File: src/qcp_pkg.sv
package qcp_pkg;

    localparam int COORD_BITS_DEF = 10;
    localparam int NUM_LINES      = 15;
    localparam int NUM_EDGES      = 12;

    localparam logic [3:0] CFG_CENTER_X   = 4'd0;
    localparam logic [3:0] CFG_CENTER_Y   = 4'd1;
    localparam logic [3:0] CFG_HALF_SIZE  = 4'd2;
    localparam logic [3:0] CFG_AXIS_SCALE = 4'd3;

    localparam logic [9:0] CENTER_X_RST   = 10'd300;
    localparam logic [9:0] CENTER_Y_RST   = 10'd135;
    localparam logic [7:0] HALF_SIZE_RST  = 8'd42;
    localparam logic [9:0] AXIS_SCALE_RST = 10'd371;

    localparam logic [3:0] LAST_LINE  = 4'd14;
    localparam logic [3:0] FIRST_AXIS = 4'd12;

    typedef struct packed {
        logic signed [15:0] quat_x;
        logic signed [15:0] quat_y;
        logic signed [15:0] quat_z;
        logic signed [15:0] quat_w;
    } quat_item_t;

    typedef struct packed {
        logic [3:0] line_index;
        logic [9:0] start_x;
        logic [9:0] start_y;
        logic [9:0] end_x;
        logic [9:0] end_y;
        logic       last;
    } line_item_t;

    typedef struct packed {
        logic [9:0] center_x;
        logic [9:0] center_y;
        logic [7:0] half_size;
        logic [9:0] axis_scale;
    } cfg_t;

    // conjugated unit quaternion, Q16
    typedef struct packed {
        logic signed [17:0] x;
        logic signed [17:0] y;
        logic signed [17:0] z;
        logic signed [17:0] w;
    } unit_quat_t;

    typedef struct packed {
        logic [7:0][9:0] px;
        logic [7:0][9:0] py;
        logic [2:0][9:0] ax;
        logic [2:0][9:0] ay;
        logic [9:0]      cx;
        logic [9:0]      cy;
    } proj_t;

    // divide by 2^sh, truncating toward zero
    function automatic logic signed [40:0] trunc_shr(input logic signed [40:0] v, input int sh);
        logic signed [40:0] bias;
        bias = v[40] ? ((41'sd1 <<< sh) - 41'sd1) : 41'sd0;
        return (v + bias) >>> sh;
    endfunction

    // corner sign bits: 1 means +1
    function automatic logic corner_pos(input logic [2:0] idx, input int axis);
        logic r;
        case (axis)
            0:       r = idx[0] ^ idx[1];
            1:       r = idx[1];
            default: r = idx[2];
        endcase
        return r;
    endfunction

    function automatic logic [2:0] edge_a(input logic [3:0] k);
        logic [2:0] r;
        case (k)
            4'd0:    r = 3'd0;
            4'd1:    r = 3'd1;
            4'd2:    r = 3'd2;
            4'd3:    r = 3'd3;
            4'd4:    r = 3'd4;
            4'd5:    r = 3'd5;
            4'd6:    r = 3'd6;
            4'd7:    r = 3'd7;
            4'd8:    r = 3'd0;
            4'd9:    r = 3'd1;
            4'd10:   r = 3'd2;
            4'd11:   r = 3'd3;
            default: r = 3'd0;
        endcase
        return r;
    endfunction

    function automatic logic [2:0] edge_b(input logic [3:0] k);
        logic [2:0] r;
        case (k)
            4'd0:    r = 3'd1;
            4'd1:    r = 3'd2;
            4'd2:    r = 3'd3;
            4'd3:    r = 3'd0;
            4'd4:    r = 3'd5;
            4'd5:    r = 3'd6;
            4'd6:    r = 3'd7;
            4'd7:    r = 3'd4;
            4'd8:    r = 3'd4;
            4'd9:    r = 3'd5;
            4'd10:   r = 3'd6;
            4'd11:   r = 3'd7;
            default: r = 3'd0;
        endcase
        return r;
    endfunction

endpackage

File: src/qcp_seq.sv
module qcp_seq (
    input  logic                clk,
    input  logic                rst_n,
    input  logic                in_valid,
    input  qcp_pkg::proj_t      in_p,
    output logic                ready,
    output logic                line_valid,
    input  logic                line_stall,
    output qcp_pkg::line_item_t line
);
    import qcp_pkg::*;

    proj_t      hold_reg;
    logic       busy_reg;
    logic [3:0] cnt_reg;
    logic       take;
    logic       load;
    logic [1:0] axis;
    logic [2:0] ca, cb;

    assign take  = busy_reg && !line_stall;
    assign ready = !busy_reg || (take && cnt_reg == LAST_LINE);
    assign load  = in_valid && ready;

    always_ff @(posedge clk or negedge rst_n)
    begin
        if (!rst_n)
        begin
            busy_reg <= 1'b0;
            cnt_reg  <= '0;
        end
        else if (load)
        begin
            busy_reg <= 1'b1;
            cnt_reg  <= '0;
        end
        else if (take)
        begin
            busy_reg <= (cnt_reg != LAST_LINE);
            cnt_reg  <= cnt_reg + 4'd1;
        end
    end

    always_ff @(posedge clk)
    begin
        if (load)
        begin
            hold_reg <= in_p;
        end
    end

    assign axis = 2'(cnt_reg - FIRST_AXIS);
    assign ca   = edge_a(cnt_reg);
    assign cb   = edge_b(cnt_reg);

    always_comb
    begin
        line.line_index = cnt_reg;
        line.last       = (cnt_reg == LAST_LINE);
        if (cnt_reg < FIRST_AXIS)
        begin
            line.start_x = hold_reg.px[ca];
            line.start_y = hold_reg.py[ca];
            line.end_x   = hold_reg.px[cb];
            line.end_y   = hold_reg.py[cb];
        end
        else
        begin
            line.start_x = hold_reg.cx;
            line.start_y = hold_reg.cy;
            line.end_x   = hold_reg.ax[axis];
            line.end_y   = hold_reg.ay[axis];
        end
    end

    assign line_valid = busy_reg;

endmodule

File: config.mk
export PLATFORM = sky130hd
export DESIGN_NAME = qcp_seq
export DESIGN_NICKNAME = d
export VERILOG_FILES = /design/src/qcp_pkg.sv /design/src/qcp_seq.sv
export SDC_FILE = /design/constraint.sdc
export NUM_CORES = 1
export LEC_CHECK = 0
export ABC_CLOCK_PERIOD_IN_PS = 8230
export BUFFER_PORTS_ARGS = -buffer_cell sky130_fd_sc_hd__buf_2
export CORE_ASPECT_RATIO = 0.9
export CORE_UTILIZATION = 45
export DETAILED_ROUTE_END_ITERATION = 10
export PLACE_DENSITY_LB_ADDON = 0.12
export REMOVE_ABC_BUFFERS = 1
export SKIP_LAST_GASP = 1
export SYNTH_ARGS = -nofsm -noshare
export SYNTH_HDL_FRONTEND = slang
export SYNTH_SLANG_ARGS = --single-unit
File: constraint.sdc
create_clock -name clk -period 8.23 [get_ports clk]
set_clock_uncertainty 0.2 [all_clocks]
set_input_delay 1.646 -clock clk [delete_from_list [all_inputs] [get_ports clk]]
set_output_delay 1.646 -clock clk [all_outputs]
set_load 0.01 [all_outputs]
* After elaboration in Yosys (flattened, before gate mapping)
Memories as Yosys holds them, arrays and structs flattened.
Cells that the tools add are included.
** Storage, ports and cells
- Memories :: 2
- Bits in latches :: 0
- Flip-flop bits (word level) :: 245
- Input bits :: 244
- Memory bits (read-only) :: 96
- RAM bits :: 0
** Operators by class
- Multiply operators :: 0
- Order comparisons :: 4
- Shift operators :: 0
- Bitwise logic cells :: 0
- $add $sub $neg :: 2
- Mux-type cells :: 17
- Reduce and logical (&&, ||, !) cells :: 7
- Equality and inequality tests :: 2
- Div/mod/pow operators :: 0
** Memory list
- (no name shown) :: depth 16, bits a word 3, rd ports 1, clocked after Yosys merged registers in 0, write ports 0, line qcp_pkg.sv:100 : case (k)
- (no name shown) :: depth 16, bits a word 3, rd ports 1, clocked after Yosys merged registers in 0, write ports 0, line qcp_pkg.sv:80 : case (k)
** Operators by type and width (number)
- 10-bit binary-select mux with 3-bit select :: 4
- 10-bit two-way mux :: 6
- 10-bit binary-select mux with 2-bit select :: 2
- 40-bit two-way mux :: 1
- 3-bit by 4-bit < comparator with 1-bit output (second input constant) :: 2
- 4-bit two-way mux :: 2
- 4-bit by 1-bit adder with 4-bit output (second input constant) :: 1
- 4-bit == test (second input constant) :: 1
- 4-bit < comparator (second input constant) :: 1
- 4-bit != test (second input constant) :: 1
- 1-bit logical AND :: 3
- 2-bit by 3-bit < comparator with 1-bit output (second input constant) :: 1
- 1-bit zero test :: 2
- 1-bit two-way mux :: 2
- 2-bit nonzero test :: 1
- 2-bit by 1-bit subtractor with 2-bit output (second input constant) :: 1
- 1-bit logical OR :: 1

* Logic depth before layout (Yosys ltp)
- Depth in word-level cells :: 6
- Mapped depth :: 11

* Worst setup path before layout
No wires, ideal clock.
- Path kind :: input port to flip-flop
- Start point :: input line_stall
- End point :: register hold_reg[0] in the netlist's numbering, enable pin
- Setup slack :: -1469 ps
- Library setup time :: 695 ps
- Stages on the path :: 3
- Path buffers :: 1
- Arrival :: 8804 ps
- Cell sequence :: o21ai_0 > and2_1 > clkbuf_1
** Between the ends
- Cells in the longest elaborated chain, start to end :: 5
** RTL lines
- start, declared :: line qcp_seq.sv:8 : input logic line_stall,
- 1-bit zero test :: line qcp_seq.sv:21 : assign take = busy_reg && !line_stall;
- 1-bit logical AND :: line qcp_seq.sv:21
- 1-bit logical AND :: line qcp_seq.sv:22 : assign ready = !busy_reg || (take && cnt_reg == LAST_LINE);
- 1-bit logical OR :: line qcp_seq.sv:22
- 1-bit logical AND :: line qcp_seq.sv:23 : assign load = in_valid && ready;
- net load :: line qcp_seq.sv:17 : logic load;
- end signal, assigned :: line qcp_seq.sv:48 : hold_reg <= in_p;
- end, declared :: line qcp_seq.sv:13 : proj_t hold_reg;
The timed path passes the listed nets, and every way through them passes these cells.
A chain may end at the register's enable or synchronous reset.

==> summary.txt <==
CTS
  • Cell chosen for the clock root: sky130_fd_sc_hd__clkbuf_16
  • # hold bufs at CTS: 0
  • Clock buffer count from CTS: 27
  • Clock latency on the worst-skew pair: 0.52 ns
  • Post-CTS setup repair buffer count: 0
  • CTS tree: done
  • Clock transition at the register clock pins on the worst setup and hold paths after CTS: 0.06 ns
  • Clock H-tree levels: 1
  • Maximum root-to-sink buffer count: 3
  • Sink Count: 245
  • Post-cts resize count: 0

Critical path
  • Cell with the biggest individual delay on the critical path: sky130_fd_sc_hd__a21o_4
  • Cells traversed along the worst timing path: inv_1, ha_1, nor3_2, a21o_4, mux2i_1, a32o_1, o31ai_2, buf_2
  • Critical register-to-register path startpoint: cnt_reg[3]
  • Flop-to-flop setup slack: approximately 3.8 ns
  • Terminus of the critical flop-to-flop path: hold_reg[175]
  • Critical path origin: cnt_reg[0]
  • Crit Path Max Fanout: 80
  • Maximum single-stage delay on the critical path: 0.88 ns
  • CP required: ~6.4 ns
  • CP Class: reg2out
  • Element type at the critical path end: output pin
  • Startpoint class of the critical path: flop
  • Arrival time at the worst endpoint: about 3.8 ns
  • Depth of the worst register-to-register path: 6

Final layout
  • Number of filler instances in the final layout: around 2k
  • Signed area change from the synthesized netlist to the final layout: 22.7%
  • Utilization after layout: 0.569
  • Max reg flops: 240
  • Proportion of layout cells with a drive suffix above 1: 0.369
  • Nets: 1284
  • Design area: 13500 µm²

Timing
  • Maximum frequency from static timing analysis: between 150 and 200 MHz
  • Final cycle utilization of the critical path: 0.687
  • Final Hold Slack: roughly 0.42 ns
  • Min setup slack post-route: 2.57 ns
  • Worst-case headroom to the max-slew limit: 0.226
  • Final setup vio count: 0
  • Setup repair after global routing missed its margin: no
  • Min Tclk post-route: 5.66 ns
  • Count of final max-slew check failures: 0
  • Worst Tran Pin Value: ~1.2 ns
  • Count of endpoints failing hold in the final timing report: 0

Floorplanning
  • Area of the die: 25000 µm²
  • Area of the core: approximately 24000 µm²
  • Total I/O pin count: 291
  • Die Ht: 150 µm
  • Chip width: 167 µm
  • Cell row count: 53
  • Starting Density: 0.464

Routing
  • Average detailed-routed wire length per instance: 21.9 µm
  • DRC Markers: 0
  • Pre-Repair DR Iteration Count: 5
  • Violation count after the first detailed-routing iteration: 764
  • Total wire length: a little under 30000 µm
  • Vias per cell: 5.68
  • Count of vias placed by the detailed router: 7731
  • Detail Route Antenna Nets: 0

Pwr
  • Power density over the cells: between 300 and 400 nW/µm²
  • Clock network fraction of design power: 0.209
  • Maximum ir drop on the vdd rail: 0.270 mV
  • Leakage component of the power: between 0.005 and 0.006 µW
  • Cell-internal power: 3130 µW
  • Total design power: 5270 µW
  • Share of total power consumed by net switching: 0.407
  • Sequential share of power: 0.290
  • Net switching power figure: 2140 µW
  • Share of power burned in combinational logic: 0.501

Hold path
  • Hold Crit Start: line_valid
  • Hold Crit Endpoint: line_valid
  • Number of stages on the worst hold path: 2
  • Class of the tightest hold or removal check: reg2reg

Flow run
  • Max-cap viol count: 0

Global routing
  • Total GRT Usage: 0.234
  • Pin count of the biggest net entering global routing: about 140
  • First-pass GRT wire length: 43700 µm
  • Number of antenna violations at the first check in global routing: 5
  • Vias in the first global route: roughly 7.5k
  • Total gr overflow: 0

Synthesis
  • Number of distinct library cells after synthesis: 30
  • Post-synthesis sequential element count: between 200 and 250
  • Cell Area, Synth: 11000 µm²
  • Share of synthesized area occupied by flip-flops and latches: 0.668
  • Count of yosys warnings during synthesis: 0
  • Top FF cell, synth: sky130_fd_sc_hd__edfxtp_1
  • Cell count after synthesis: 765
  • Avg Cell Area, Syn: 14.4 µm²
  • Number of flops mapped to enable cells by yosys: 240
  • Synth async-reset ratio: 0.0204

Place
  • Setup slack at placement: between 3 and 4 ns
  • Global placement routability congestion: 0.789
  • Number of input and output port buffers inserted: 290
  • Placement-stage cell area: 12700 µm²
  • Final HPWL from detailed placement: 18500 µm

Status
  • Outcome: complete, no violations
-- cell families after synthesis --
group	after synthesis	share of synthesized area
mux	80	0.0957
fa+ha+maj	5	0.00570
simple gates	222	0.0795
flops	245	0.668
compound gates	146	0.119
buf+inv	64	0.0299
xor+xnor	3	0.00239
-- Yosys cell counts (all sizes together), types with 2 or more instances --
cell | n | area share
edfxtp | 240 | 0.66
mux2i | 60 | 0.055
o221ai | 20 | 0.016
a32o | 40 | 0.036
o311a | 20 | 0.018
dfrtp | 5 | 0.011
buf | 23 | 0.016
xnor2 | 2 | 0.0016
nor2 | 66 | 0.023
and2 | 2 | 0.0011
o21ai | 21 | 0.0096
o31ai | 40 | 0.036
clkbuf | 37 | 0.013
inv | 4 | 0.0014
nand2b | 3 | 0.0017
mux4 | 20 | 0.041
a21oi | 4 | 0.0018
nor2b | 2 | 0.0011
nand2 | 145 | 0.050
ha | 5 | 0.0057
-- power groups by stage --
stage | Clock [µW] | Sequential [µW] | Combinational, µW
3_5_place_dp | 0 | 1560 | 2650
6_report | 1100 | 1530 | 2640
5_1_grt | 1170 | 1540 | 2840
4_1_cts | 1130 | 1530 | 2660
3_3_place_gp | 0 | 1550 | 2620
2_1_floorplan | 0 | 1580 | 1660
-- worst max-delay path, delay by kind of cell, from the launching register on --
family | cells | cell delay, ns
AO/OA/AOI/OAI | 3 | 1.43
buffers and inverters | 2 | 0.32
multiplexers | 1 | 0.17
AND/OR/NAND/NOR | 1 | 0.28
adder cells (fa/ha/maj) | 1 | 0.23
flip-flops | 1 | 0.76
-- routing by layer --
metal  wire, µm  up-vias  track usage
li1           -     3529            -
met1      12800     3784        0.316
met2      13700      364        0.379
met3       2610       48       0.0591
met4        649        6       0.0625
met5         38        -            0
-- per-stage QoR --
stage | TNS (ns) | instances
after floorplan | -266.66 | 705
after global placement | 0 | 1308
after detailed placement | 0 | 1308
after CTS | 0 | 1357
after global routing | 0 | 1358
final | 0 | 1362
-- cell usage in the layout, fill, tap and decap left out, types with 20 or more instances in the layout --
master                      synthesis  final
sky130_fd_sc_hd__buf_2             13    290
sky130_fd_sc_hd__edfxtp_1         240    240
sky130_fd_sc_hd__nand2_1          144    144
sky130_fd_sc_hd__nor2_1            66     65
sky130_fd_sc_hd__mux2i_1           60     60
sky130_fd_sc_hd__a32o_1            40     40
sky130_fd_sc_hd__clkbuf_16          0     27
sky130_fd_sc_hd__o21ai_0           21     21
sky130_fd_sc_hd__mux4_2            20     20
sky130_fd_sc_hd__o221ai_1          20     20
sky130_fd_sc_hd__o311a_1           20     20
sky130_fd_sc_hd__o31ai_1           20     20
sky130_fd_sc_hd__o31ai_2           20     20
-- worst max-delay path by stage --
stage | endpoint | slack, ns | cells after the start
finish | line[19] | 2.57 | 8
global route | line[19] | 2.38 | 8
CTS | line[19] | 2.54 | 8
detailed placement | line[19] | 3.11 | 8
global placement | line[19] | 3.19 | 8
floorplan | hold_reg[0] | -1.10 | 4
-- cell type report --
class	count	area, µm²	area share
clock inverters	19	113	0.00836
inverters	4	15.0	0.00111
clock buffers	30	687	0.0510
flip-flops and latches	245	7340	0.544
diodes	5	12.5	0.000928
multi-input cells	456	3390	0.252
repair buffers	301	1550	0.115
well taps	302	378	0.0280
Power figures use the tool's default switching activity.
